$ cat src/sut_pkg.sv
// Shared constants, types and command struct for the sorted unique table.
package sut_pkg;

    localparam int CAPACITY = 256;
    localparam int DATA_W   = 32;
    localparam int IDX_W    = 8;
    localparam int CNT_W    = 9;
    localparam int GRP_W    = 4;
    localparam int GRP_SIZE = 16;
    localparam int GRP_CNT  = CAPACITY / GRP_SIZE;
    localparam int OUT_W    = 24;

    localparam logic OP_LOOKUP = 1'b0;
    localparam logic OP_INSERT = 1'b1;

    typedef enum logic [1:0] {
        ST_IDLE,
        ST_CMP,
        ST_RED,
        ST_FIN
    } sut_state_t;

    typedef struct packed {
        logic                     cmp;
        logic                     ins;
        logic signed [DATA_W-1:0] key;
        logic [CNT_W-1:0]         count;
    } sut_cmd_t;

endpackage

$ cat src/sut_grp.sv
// Group reduction: registers hit and local index over a group of cell matches.
module sut_grp (
    input  logic                        clk,
    input  logic                        en,
    input  logic [sut_pkg::GRP_SIZE-1:0] eq,
    output logic                        hit,
    output logic [sut_pkg::GRP_W-1:0]   pos
);
    import sut_pkg::*;

    logic             hit_reg;
    logic [GRP_W-1:0] pos_reg;
    logic [GRP_W-1:0] pos_next;

    always_comb
    begin
        pos_next = '0;
        for (int j = 0; j < GRP_SIZE; j++)
        begin
            if (eq[j])
            begin
                pos_next = pos_next | GRP_W'(j);
            end
        end
    end

    always_ff @(posedge clk)
    begin
        if (en)
        begin
            hit_reg <= |eq;
            pos_reg <= pos_next;
        end
    end

    assign hit = hit_reg;
    assign pos = pos_reg;

endmodule

$ cat config.mk
export PLATFORM = sky130hd
export DESIGN_NAME = sut_grp
export DESIGN_NICKNAME = d
export VERILOG_FILES = /design/src/sut_pkg.sv /design/src/sut_grp.sv
export SDC_FILE = /design/constraint.sdc
export NUM_CORES = 1
export LEC_CHECK = 0
export BUFFER_PORTS_ARGS = -buffer_cell sky130_fd_sc_hd__buf_2
export CORE_AREA = 2 2 39 41
export CTS_CLUSTER_SIZE = 24
export DETAILED_ROUTE_END_ITERATION = 8
export DIE_AREA = 0 0 41 43
export PLACE_DENSITY_LB_ADDON = 0.12
export SLEW_MARGIN = 20
export SYNTH_ARGS = -nofsm -noshare
export SYNTH_HDL_FRONTEND = slang
export SYNTH_SLANG_ARGS = --single-unit
$ cat constraint.sdc
create_clock -name clk -period 3.2 [get_ports clk]
set_clock_uncertainty 0.2 [all_clocks]
set_input_delay 0.64 -clock clk [delete_from_list [all_inputs] [get_ports clk]]
set_output_delay 0.64 -clock clk [all_outputs]
set_load 0.1 [all_outputs]
==> results by group <==
Status
  • Status: complete, no violations

Logic synthesis
  • Post-synth top area share: 59.70%
  • Syn_area_per_cell: 12.57 um2
  • Post-synthesis adder-cell area fraction: 0%
  • Synthesized area: 251.5 um2
  • Largest family of logic cells by synthesized area: simple AND/OR/NAND/NOR gates
  • Seq/Total Area, Yosys: about three fifths
  • Post-synthesis simple-gate area fraction: about two fifths
  • Yosys cell types: 9
  • Cell taking the most area after synthesis: edfxtp_1
  • Compound-cell area share of the yosys netlist: 0%
  • Post-Synth XOR/XNOR Area: 0%
  • Post-synth EDFFs: 5
  • Synth async-reset ratio: 0%
  • Synth Flop Type: edfxtp_1
  • Synth area leaders: edfxtp_1 60%, nor4_1 12%, nor4_4 8.5%
  • Post-synth top cells: 5 x edfxtp_1, 5 x nor4_1, 3 x nand2_1, 2 x nor3_1
  • #FFs+latches synth: 5
  • YS warnings: 0
  • Post-synthesis mux area share: 0%
  • Cell count after synthesis: 20
  • Syn nets: 38

Run
  • Max Cap Viol: 0

Power
  • Max VDD drop: ~0.00012 V
  • Pwr dens: 478.2 nW/um2
  • Seq pwr share: 39.1%
  • Clock share of power: between 30% and 40%
  • Switch share: 31.11%
  • Leak: about 0.00016 uW
  • Net Sw Power: 60.68 uW
  • Internal: about 130 uW
  • Logic pwr share: around a quarter

STA
  • Final hold vios: 0
  • Worst slew pin tran: 0.4861 ns
  • Max frequency: 551.6 MHz
  • Tcrit/Tclk final: 56.65%
  • Final Critical Period: between 1.5 and 2 ns
  • Max-slew violation count: 0
  • Relative slew slack: about 68%
  • Finish-stage setup viols: 0
  • TNS Setup: 0 ns
  • Unrepaired setup endpoints after global routing: false
  • Final hold slack: around 0.48 ns
  • Setup ws final: 1.387 ns

Die
  • CORE AREA: approximately 1400 um2
  • Starting Density: a little under a fifth
  • Die H: 43 um
  • Width of the die: slightly above 40 um
  • I/O pin count: 23
  • Die area: 1763 um2
  • Row cnt: 14

Clock network
  • Setup Fix Bufs, Post-CTS: 0
  • CTS tree: done
  • TritonCTS buffer count: 3
  • Max clock buf depth: 2
  • Reg clk slew, reported paths: roughly 0.040 ns
  • Clock Tree Root: clkbuf_4
  • Htree depth: 1
  • CTS sink count: 5
  • Post-CTS sizing: 0
  • Hold Buf Count CTS: 0

Final layout
  • P&R area growth vs syn: 62.19%
  • Nets: between 60 and 70
  • Final non-filler cell total: 62
  • Design Area, Final: 407.9 um2
  • Ant diodes: 0
  • Layout cells sized above 1: 58.70%
  • # fillers: around 160
  • Max reg flops: 4

GRT
  • Gr ovfl total: 0
  • Global Route Usage Sum: 8.375%
  • Largest net degree at the start of global routing: 6
  • First-pass GRT wire length: 897 um
  • Initial antenna violation count: 0
  • Vias in the first global route: approximately 250

Setup path
  • Crit-path cells: buf_2
  • Buffers & Inverters on Critical Path: 1
  • Critical Path Slowest Stage Cell: buf_2
  • Slowest Stage Delay on Critical Path: 0.42 ns
  • Worst path top cell family by delay: buffers and inverters
  • Critical Path Stages: 1
  • Max FO, Critical Path: 1
  • Crit path DAT: 0.97 ns
  • Worst Setup End Kind: output pin
  • Critical Path RT: 2.36 ns
  • CP startpoint kind: flip-flop
  • Crit Path Class: flip-flop to output pin

Min path
  • Hold Crit Endpoint: pos[1]$_SDFFCE_PP1P_
  • HP Start: en
  • HP Class: input pin to flip-flop
  • Hold Path Depth: 1

Placed design
  • Placed cell area: 381.6 um2
  • Port bufs: 22
  • DP Cell Count: 58
  • GP Congestion: 0.7129
  • DP Worst Slack: around 1.5 ns

Detailed routing
  • Drt first pass iters: 2
  • Wirelength, routed: 611 um
  • DRT iter0 DRCs: 2
  • Final ANT Viol Nets: 0
  • Via count: 273
  • DR WL/cell: 9.855 um
  • DRC violations left: 0
  • Vias per std cell: 4.403
area by class of cell:
cell class	instances	area, um2	share of cell area (%)
clock buffers	4	26.28	6.442
multi-input cells	15	101.3	24.85
flip-flops and latches	5	150.1	36.81
well taps	16	20.02	4.908
repair buffers	22	110.1	26.99
power groups by stage:
stage | Combinational [uW] | Clock (uW) | Sequential (uW)
4_1_cts | 48.4 | 74.6 | 76.2
2_1_floorplan | 3.36 | 0 | 103
6_report | 48.2 | 70.7 | 76.2
3_5_place_dp | 48.4 | 0 | 77.3
3_3_place_gp | 48.1 | 0 | 77.2
5_1_grt | 50.4 | 78.3 | 76.3
cells by family (layout without fill, tap and decap cells):
family	count (synthesis)	count (layout)
buffers and inverters	0	26
AND/OR/NAND/NOR	15	15
flip-flops	5	5
stage by stage:
stage	power [uW]	utilization [%]
after CTS	199.2	29.48
after floorplan	106.3	-
after global routing	205.1	29.48
after detailed placement	125.7	27.58
final	195.0	29.48
after global placement	125.3	27.58
worst max-delay path by stage:
stage / slack [ns] / from / to
global placement: 1.54 / eq[13] / hit$_DFFE_PP_
floorplan: 1.46 / hit$_DFFE_PP_ / hit
global route: 1.36 / hit$_DFFE_PP_ / hit
CTS: 1.37 / pos[0]$_SDFFCE_PP1P_ / pos[0]
finish: 1.39 / pos[0]$_SDFFCE_PP1P_ / pos[0]
detailed placement: 1.51 / eq[13] / hit$_DFFE_PP_
layer usage:
layer  vias up  track usage (%)  share of wire (%)
met5         -                0                  0
met1       115            8.497                 36
met2        21            11.25                 49
li1        135                -                  -
met4         0            12.00                1.1
met3         2            1.571                 14
layout by cell type (no fill, tap or decap):
| master | instances |
|---|---|
| nand2_1 | 3 |
| edfxtp_1 | 5 |
| nand3_1 | 1 |
| clkbuf_1 | 1 |
| nor3_1 | 2 |
| buf_2 | 22 |
| nor2_1 | 1 |
| nand4_1 | 1 |
| clkbuf_4 | 3 |
| nor4_2 | 1 |
| nor4_4 | 1 |
| nor4_1 | 5 |
Note: power is estimated with default switching activity, not from simulation.
