### src/sut_pkg.sv
// Shared constants, types and command struct for the sorted unique table.
package sut_pkg;

    localparam int CAPACITY = 256;
    localparam int DATA_W   = 32;
    localparam int IDX_W    = 8;
    localparam int CNT_W    = 9;
    localparam int GRP_W    = 4;
    localparam int GRP_SIZE = 16;
    localparam int GRP_CNT  = CAPACITY / GRP_SIZE;
    localparam int OUT_W    = 24;

    localparam logic OP_LOOKUP = 1'b0;
    localparam logic OP_INSERT = 1'b1;

    typedef enum logic [1:0] {
        ST_IDLE,
        ST_CMP,
        ST_RED,
        ST_FIN
    } sut_state_t;

    typedef struct packed {
        logic                     cmp;
        logic                     ins;
        logic signed [DATA_W-1:0] key;
        logic [CNT_W-1:0]         count;
    } sut_cmd_t;

endpackage

### src/sut_cell.sv
// One table cell: holds an entry, compares it with the key, shifts on insert.
module sut_cell (
    input  logic                              clk,
    input  logic [sut_pkg::IDX_W-1:0]         idx,
    input  sut_pkg::sut_cmd_t                 cmd,
    input  logic signed [sut_pkg::DATA_W-1:0] left_value,
    input  logic                              left_gt,
    output logic signed [sut_pkg::DATA_W-1:0] value,
    output logic                              gt,
    output logic                              eq
);
    import sut_pkg::*;

    logic signed [DATA_W-1:0] value_reg;
    logic                     gt_reg;
    logic                     eq_reg;
    logic                     occupied;
    logic                     at_end;

    assign occupied = {1'b0, idx} < cmd.count;
    assign at_end   = {1'b0, idx} == cmd.count;

    always_ff @(posedge clk)
    begin
        if (cmd.cmp)
        begin
            eq_reg <= occupied && (value_reg == cmd.key);
            gt_reg <= occupied && (value_reg > cmd.key);
        end
        if (cmd.ins)
        begin
            if (left_gt)
            begin
                value_reg <= left_value;
            end
            else if (gt_reg || at_end)
            begin
                value_reg <= cmd.key;
            end
        end
    end

    assign value = value_reg;
    assign gt    = gt_reg;
    assign eq    = eq_reg;

endmodule

### config.mk
export PLATFORM = sky130hd
export DESIGN_NAME = sut_cell
export DESIGN_NICKNAME = d
export VERILOG_FILES = /design/src/sut_pkg.sv /design/src/sut_cell.sv
export SDC_FILE = /design/constraint.sdc
export NUM_CORES = 1
export LEC_CHECK = 0
export BUFFER_PORTS_ARGS = -buffer_cell sky130_fd_sc_hd__buf_2
export CELL_PAD_IN_SITES_DETAIL_PLACEMENT = 1
export CELL_PAD_IN_SITES_GLOBAL_PLACEMENT = 2
export CORE_MARGIN = 5
export CORE_UTILIZATION = 26
export CTS_CLUSTER_DIAMETER = 200
export CTS_CLUSTER_SIZE = 25
export DETAILED_ROUTE_END_ITERATION = 8
export PLACE_DENSITY = 0.82
export SLEW_MARGIN = 20
export SYNTH_ARGS = -nofsm -noshare
export SYNTH_HDL_FRONTEND = slang
export SYNTH_SLANG_ARGS = --single-unit
export TNS_END_PERCENT = 50
### constraint.sdc
create_clock -name clk -period 3.09 [get_ports clk]
set_clock_uncertainty 0.1 [all_clocks]
set_input_delay 0.618 -clock clk [delete_from_list [all_inputs] [get_ports clk]]
set_output_delay 0.618 -clock clk [all_outputs]
set_load 0.01 [all_outputs]
==> out/metrics.cfg <==
[synth]
yosysSeqAreaShare_pct=42.8
synth_area_sq_mm=0.00238
yosys.area_share.xor_xnor_pct=0
yosysWarnings=0
yosys.area_share.simple_pct=12.1
synth_fa_ha_area_share_pct=21.0
synth_mux_area_share_pct=0.892
avgSynthCellArea_sq_um=9.50
synth_compound_area_share_pct=15.5
ys_types=30
syn_inst=251
synth_seq_cells=34
synth_top_family_by_area=adder cells
synth_nets=376

[clock_network]
h-tree-depth=2
cts-resized-gates=0
cts_buffer_depth=2
cts_hold_buf=0
clock_latency_ps=280
clk_pin_slew_ps=70
root_buffer=clkbuf_8
postCtsSetupRepairBufs=0
cts_buffers=5
cts_tree=built
cts.sinks=34

[timing]
rsz0062_at_grt=no
setup_viol=0
finalHoldViolations=0
min_period_ps=2390
maxSlewViolCount=0
maxSlewHeadroom_pct=65.7
setup_tns_ps=0
finalCritPeriodShare_pct=77.2
max_freq_mhz=419
tightest_slew_ps=509

[cells_and_area]
syn2layout_area_growth_pct=34.2
final_nets=498
antenna_cells=0
drive_gt1_share_pct=35.3
largest_register_ffs=32

[setup_path]
worst-setup-path-type=input pin to flip-flop
cp-startpoint=cmd[23]
worstPathMaxFanout=3
reg2reg_slack_ps=720
reg2reg_depth=7
rr_endpoint=gt
crit_path_end_kind=flip-flop
r2r-start=value[14]
startpoint_type=input pin
required_ps=3120
cp_data_arrival_time_ps=2410

[route]
avgViaCountPerCell=4.49
wl_per_cell_microns=14.1
dr.pass1.iters=4
post-route-drc-count=0
drtIter0Drc=48
ant_nets=0
vias=2179
wirelength_microns=6850

[floorplan]
start_util_pct=26.2
dieArea_sq_mm=0.0112
die_h_microns=106
core_area_sq_mm=0.00911
ios=119
die_x_microns=106
rows=35

[min_path]
hold_start=cmd[42]
hold_depth=1
hold_path.class=input pin to flip-flop
hold_end=gt

[place]
dp_hpwl_microns=5920
io_buffers=118
gp_congestion=0.714

[global_route]
grt_pass1_vias=2381
grt_max_degree=30
track_usage_pct=12.4
grt-ovfl-total=0
antenna_found_initial=0
grt_pass1_wl_microns=11200

[outcome]
status=finished clean

[job]
maxCapViolCount=0

[power]
power_density_mw_per_mm2=376
peakVddDrop_v=0.000150
power.total_w=0.00120
p_leak_nw=1.66

==> worst max-delay path, stage by stage <==
cell	delay, ps
buf_2	70
inv_1	50
ha_1	310
nand4_1	170
nor4_1	530
a21boi_1	230
o31ai_1	110
nand2_1	110
mux2i_1	200
==> power breakdown <==
part / leakage [nW] / switching [W] / total (W) / internal [W]
Combinational: 1.28 / 0.000165 / 0.000307 / 0.000142
Clock: 0.0426 / 0.000165 / 0.000320 / 0.000155
Sequential: 0.330 / 0.0000203 / 0.000575 / 0.000555
==> Yosys cell counts <==
cell | number | area, sq um
nand2_1 | 38 | 143
edfxtp_1 | 34 | 1020
nor4_1 | 2 | 12.5
nor4b_1 | 1 | 8.76
a2111oi_2 | 1 | 15.0
mux2_2 | 1 | 11.3
a211oi_1 | 1 | 7.51
o31ai_1 | 2 | 15.0
nand3_1 | 7 | 35.0
nor2_1 | 5 | 18.8
o21a_1 | 2 | 15.0
ha_1 | 40 | 500
clkbuf_1 | 6 | 22.5
o21bai_1 | 1 | 7.51
o21ai_0 | 32 | 160
buf_1 | 1 | 3.75
o211ai_1 | 1 | 7.51
o21ai_1 | 2 | 10.0
inv_1 | 42 | 158
a211o_1 | 1 | 8.76
a221o_1 | 2 | 20.0
nor2b_1 | 3 | 18.8
o31a_1 | 1 | 8.76
and4_1 | 1 | 8.76
a21o_1 | 3 | 22.5
mux2i_1 | 1 | 10.0
a21oi_2 | 1 | 8.76
a21oi_1 | 11 | 55.1
nand4_1 | 7 | 43.8
a21boi_1 | 1 | 7.51
==> logic make-up after synthesis <==
kind of cell	count (synthesis)
buffers and inverters	49
flip-flops	34
AO/OA/AOI/OAI	62
multiplexers	2
adder cells (fa/ha/maj)	40
AND/OR/NAND/NOR	64
==> metrics by stage <==
stage	worst slack (ps)	std cells	hold slack [ps]	cell area [sq um]	utilization, %
after floorplan	426	251	630	2380	-
after global placement	468	477	742	3120	34.2
after detailed placement	365	477	762	3120	34.2
after CTS	652	485	461	3200	35.1
after global routing	541	485	457	3200	35.1
final	704	485	463	3200	35.1
==> routing by layer <==
metal	share of wire (%)	up-vias	track usage, %
met4	0.66	0	1.94
li1	-	1129	-
met1	43	974	15.3
met3	7.4	5	3.61
met5	0	-	0
met2	49	71	21.8
==> cell type report <==
cell class                 instances  area [sq um]
tap                              111           139
timing repair buffer             122           621
clock inverter                     2          8.76
fill                            1108          5910
multi-input combinational        168          1180
clock buffer                       6          72.6
inverter                          42           158
sequential                        34          1020
==> worst max path at each step <==
stage                    end  cells after the start
floorplan           value[0]                      5
global placement          gt                      9
detailed placement        gt                      9
CTS                       gt                      9
global route              gt                      9
finish                    gt                      9
==> placed cells by master (no fill, tap or decap), types with 2 or more instances in the layout <==
master,synthesis,layout
buf_2,0,118
inv_1,42,42
ha_1,40,40
nand2_1,38,38
edfxtp_1,34,34
o21ai_0,32,32
a21oi_1,11,11
nand4_1,7,7
nand3_1,7,7
nor2_1,5,5
clkbuf_8,0,5
buf_4,0,4
nor2b_1,3,3
a21o_1,3,3
o21a_1,2,2
o31ai_1,2,2
nor4_1,2,2
o21ai_1,2,2
a221o_1,2,2
(Power assumes the default switching activity.)
